--- src/rtl/lomt_pkg.sv ---
// shared constants, types and control bundles for the last-occurrence mex tree
`timescale 1ns / 1ps
`default_nettype none
package lomt_pkg;

    localparam int LEAVES        = 1024;
    localparam int POSITION_BITS = 20;
    localparam int TREE_DEPTH    = $clog2(LEAVES);
    localparam int PAD_LEAVES    = 1 << TREE_DEPTH;
    localparam int MEM_ROWS      = PAD_LEAVES;

    // fixed field widths of the stream payload
    localparam int VALUE_W     = 10;
    localparam int FIELD_POS_W = 20;
    localparam int S_TDATA_W   = 56;
    localparam int M_TDATA_W   = 16;
    localparam int CMP_W       = (POSITION_BITS > FIELD_POS_W) ? POSITION_BITS : FIELD_POS_W;

    localparam logic CMD_RECORD = 1'b0;
    localparam logic CMD_QUERY  = 1'b1;

    typedef logic [TREE_DEPTH:0]        node_t;
    typedef logic [TREE_DEPTH-1:0]      idx_t;
    typedef logic [POSITION_BITS-1:0]   pos_t;
    typedef logic [2*POSITION_BITS-1:0] row_data_t;

    typedef struct packed {
        logic clr_wr;
        logic load;
        logic rd;
        logic step;
        logic out_load;
    } dp_cmd_t;

    typedef struct packed {
        logic clr_done;
        logic is_query;
        logic at_root;
        logic at_leaf;
    } dp_stat_t;

endpackage
`default_nettype wire

--- src/rtl/lomt_ctrl.sv ---
// sequencer for clearing, tree updates, descents and the result handshake
`timescale 1ns / 1ps
`default_nettype none
module lomt_ctrl import lomt_pkg::*; (
    input  wire logic     aclk,
    input  wire logic     aresetn,
    input  wire logic     s_tvalid,
    output logic          s_tready,
    output logic          m_tvalid,
    input  wire logic     m_tready,
    output dp_cmd_t       cmd,
    input  wire dp_stat_t stat
);

    typedef enum logic [2:0] {
        ST_CLEAR,
        ST_IDLE,
        ST_READ,
        ST_STEP,
        ST_OUT
    } state_t;

    state_t state_reg, state_next;
    logic   out_valid_reg, out_valid_next;

    always_comb begin
        cmd        = '0;
        state_next = state_reg;
        unique case (state_reg)
            ST_CLEAR: begin
                cmd.clr_wr = 1'b1;
                if (stat.clr_done) begin
                    state_next = ST_IDLE;
                end
            end
            ST_IDLE: begin
                if (s_tvalid) begin
                    cmd.load   = 1'b1;
                    state_next = ST_READ;
                end
            end
            ST_READ: begin
                if (stat.is_query && stat.at_leaf) begin
                    state_next = ST_OUT;
                end else if (!stat.is_query && stat.at_root) begin
                    state_next = ST_IDLE;
                end else begin
                    cmd.rd     = 1'b1;
                    state_next = ST_STEP;
                end
            end
            ST_STEP: begin
                cmd.step   = 1'b1;
                state_next = ST_READ;
            end
            ST_OUT: begin
                if (!out_valid_reg || m_tready) begin
                    cmd.out_load = 1'b1;
                    state_next   = ST_IDLE;
                end
            end
            default: begin
                state_next = ST_CLEAR;
            end
        endcase
    end

    always_comb begin
        if (cmd.out_load) begin
            out_valid_next = 1'b1;
        end else if (m_tready) begin
            out_valid_next = 1'b0;
        end else begin
            out_valid_next = out_valid_reg;
        end
    end

    always_ff @(posedge aclk) begin
        if (!aresetn) begin
            state_reg     <= ST_CLEAR;
            out_valid_reg <= 1'b0;
        end else begin
            state_reg     <= state_next;
            out_valid_reg <= out_valid_next;
        end
    end

    assign s_tready = (state_reg == ST_IDLE);
    assign m_tvalid = out_valid_reg;

endmodule
`default_nettype wire

--- config.mk ---
export PLATFORM = sky130hd
export DESIGN_NAME = lomt_ctrl
export DESIGN_NICKNAME = d
export VERILOG_FILES = /design/src/rtl/lomt_pkg.sv /design/src/rtl/lomt_ctrl.sv
export SDC_FILE = /design/constraint.sdc
export NUM_CORES = 1
export LEC_CHECK = 0
export ABC_AREA = 0
export BUFFER_PORTS_ARGS = -buffer_cell sky130_fd_sc_hd__buf_2
export CAP_MARGIN = 10
export CORE_AREA = 2 2 39 41
export CTS_CLUSTER_DIAMETER = 40
export CTS_CLUSTER_SIZE = 16
export DETAILED_ROUTE_END_ITERATION = 10
export DIE_AREA = 0 0 41 43
export GPL_TIMING_DRIVEN = 0
export HOLD_SLACK_MARGIN = 0.02
export MAX_ROUTING_LAYER = met4
export SLEW_MARGIN = 20
export SYNTH_ARGS = -nofsm -noshare
export SYNTH_HDL_FRONTEND = slang
export SYNTH_SLANG_ARGS = --single-unit
--- constraint.sdc ---
create_clock -name aclk -period 1.4 [get_ports aclk]
set_input_delay 0.28 -clock aclk [delete_from_list [all_inputs] [get_ports aclk]]
set_output_delay 0.28 -clock aclk [all_outputs]
set_load 0.005 [all_outputs]
==> flow_summary_export.csv <==
group,metric,value,unit
status,status,"complete, no violations",
layout,n_fill_cell,149,
cts,path_clk_slew,0.04,ns
layout,drive_gt1_frac,0.577,
power_and_ir_drop,p_leak,0.198,nW
layout,instances_no_fill,68,
logic_synthesis,synth_area_leaders,"dfxtp_1, nand2b_4, and3_1",
global_route,grt_first_pass_wirelength,1.04,mm
layout,syn2layout_area_growth,53.0,%
detailed_routing,wl_per_cell,9.71,um
sta,setup_violations,0,
min_path,worstHoldPathType,"primary input to flip-flop",
logic_synthesis,ys.warnings.count,0,
sta,relSlewSlack,0.832,
detailed_routing,wirelength,660,um
detailed_routing,drt_pass1_iterations,4,
cts,clk_latency,0.23,ns
global_route,grt_overflow,0,
floorplanning,rows,14,
logic_synthesis,synth_xor_area_frac,0,
global_route,antenna_found_initial,0,
critical_path,crit_path_top_delay_cell,"dfxtp_4",
floorplanning,start_util,0.194,
placement,gp_congestion,0.784,
power_and_ir_drop,p_per_area,831,mW/mm2
logic_synthesis,synth_most_common_cell,"dfxtp_1",
logic_synthesis,synth_area,269,um2
global_route,grt_max_degree,8,
sta,rsz0062_at_grt,"yes",
sta,clock.fmax,0.732,GHz
logic_synthesis,ys_seq_area_frac,0.298,
sta,timing.hold.ws,0.292,ns
logic_synthesis,async_flop_share,0,
cts,cts_root_buf,"clkbuf_4",
cts,cts_max_level,1,
logic_synthesis,synth_edf_count,0,
cts,cts-hold-fix-buffers,0,
layout,n_antenna_cell,0,
sta,report.final.slew_viol_count,0,
layout,largest_reg_flops,3,
critical_path,reg2reg_depth,4,
cts,cts_tree,"yes",
logic_synthesis,muxShareOfSynthArea,0,
flow_run,maxCapViolations,0,
critical_path,startpoint_type,"flip-flop",
logic_synthesis,synth_nets,41,
sta,fin_crit_sh,0.976,
layout,fin_util,0.297,
global_route,grt_pass1_vias,259,
critical_path,worstPathMaxFanout,7,
floorplanning,dieArea,0.00176,mm2
min_path,hold_start,"aresetn",
min_path,min_path_cells,3,
sta,layout_setup_ws,0.0341,ns
logic_synthesis,syn_avg_cell_area,8.15,um2
floorplanning,die_h,43,um
cts,clock-sinks,4,
logic_synthesis,ys.flop_type,"dfxtp_1",
critical_path,cpPeakStageDelay,0.40,ns
layout,multi_input_area,166,um2
detailed_routing,route.detailed.drc,0,
floorplanning,num_io_pins,15,
critical_path,path_cells,"nor2_4 -> and3_1 -> buf_4 -> buf_2",
placement,preCtsSetupSlack,0.0705,ns
logic_synthesis,synth_fa_ha_area_frac,0,
sta,worst_pin_slew,0.248,ns
logic_synthesis,synth_top_area_share,0.298,
critical_path,required,1.12,ns
detailed_routing,drt-initial-drc-count,12,
critical_path,crit_type,"flip-flop to output pin",
cts,cts_buffers,3,
logic_synthesis,netlist_top_cells_count,"dfxtp_1, nor2_1",
critical_path,r2r_start,"state_reg[2]",
detailed_routing,vias,308,
placement,port_buffers,14,
power_and_ir_drop,peakVddDrop,0.573,mV
floorplanning,core,0.00138,mm2
logic_synthesis,synth-seq-cells,4,
sta,min_period,1.37,ns
global_route,gr-usage-all-layers,0.0896,
logic_synthesis,synth_top_family_by_area,"simple AND/OR/NAND/NOR gates",
logic_synthesis,synth_top_area_cell,"dfxtp_1",
logic_synthesis,yosysUniqueCellTypes,23,
detailed_routing,ant_nets,0,
floorplanning,die_w,41,um
placement,place_inst,63,
power_and_ir_drop,total_power,342,uW
logic_synthesis,synth-compound-area-share,0.195,
sta,final-hold-violation-count,0,
critical_path,arrival,1.09,ns
critical_path,cp-startpoint,"state_reg[1]",
logic_synthesis,synth_simple_gate_area_frac,0.395,
sta,finalClockSkew,0.000803,ns
layout,fin_nets,62,
logic_synthesis,synth_cells,33,
detailed_routing,viasPerCell,4.53,
cts,clock_path_buffers,2,
critical_path,end_kind,"output pin",
layout,seqCellArea,91.3,um2
stage by stage:
step | area (um2) | TNS (ns)
finish | 412 | 0
global placement | 359 | 0
floorplan | 269 | 0
global route | 412 | -0.0261
CTS | 405 | -0.0409
detailed placement | 359 | 0
final cells by class:
class,count,area share
Buffer,1,0.0182
Clock buffer,3,0.0547
Inverter,3,0.0274
Multi-Input combinational cell,24,0.404
Sequential cell,4,0.222
Tap cell,16,0.0486
Timing Repair Buffer,17,0.225
per-layer routing:
metal  vias to the layer above  GRT usage  part of all wire
met4                         0     0.0200                 0
met2                        14      0.128              0.47
met5                         -          -                 0
li1                        155          -                 -
met1                       139      0.100              0.43
met3                         0     0.0628             0.097
cells by family (layout without fill, tap and decap cells):
logic type / count (synthesis) / after routing
AOI/OAI and AO/OA: 8 / 8
buffers and inverters: 5 / 24
DFF: 4 / 4
and+or+nand+nor: 16 / 16
worst max-delay path, delay by kind of cell, from the launching register on:
family	cells	cell delay [ns]
flops	1	0.40
simple gates	2	0.22
buf+inv	2	0.23
worst paths after layout:
path / end / slack (ns)
worst max-delay path: cmd[0] / 0.03
worst max register to register: state_reg[0] / 0.39
worst min register to register: m_tvalid / 0.53
worst min-delay path: state_reg[0] / 0.29
repair_timing:
action / 4_1_cts / 5_1_grt
setup buffers: 2 / 1
resized for setup: 5 / 3
pin swaps: 0 / 2
setup endpoints to repair: 3 / 4
report_power, final:
| part | internal [mW] | switching, mW | leakage [nW] |
|---|---|---|---|
| sequential | 0.118 | 0.0123 | 0.0347 |
| clock | 0.0957 | 0.0451 | 0.0138 |
| combinational | 0.0406 | 0.0301 | 0.149 |
| total | 0.254 | 0.0875 | 0.198 |
layout by cell type, fill, tap and decap left out:
master	count
inv_1	2
dfxtp_4	3
nand2b_4	1
inv_2	1
o22ai_1	1
dfxtp_1	1
o21ai_2	1
nor2_1	2
o21ai_0	1
a22oi_1	1
buf_2	14
a21oi_1	2
nand2b_1	2
nor4b_1	1
nand3b_1	1
and4b_2	1
a21boi_0	1
nor3_2	1
and3_1	2
clkbuf_4	3
a211oi_1	1
and2_1	1
nor3_1	1
nand2_1	2
buf_4	4
nor2_4	1
Power figures use the tool's default switching activity.
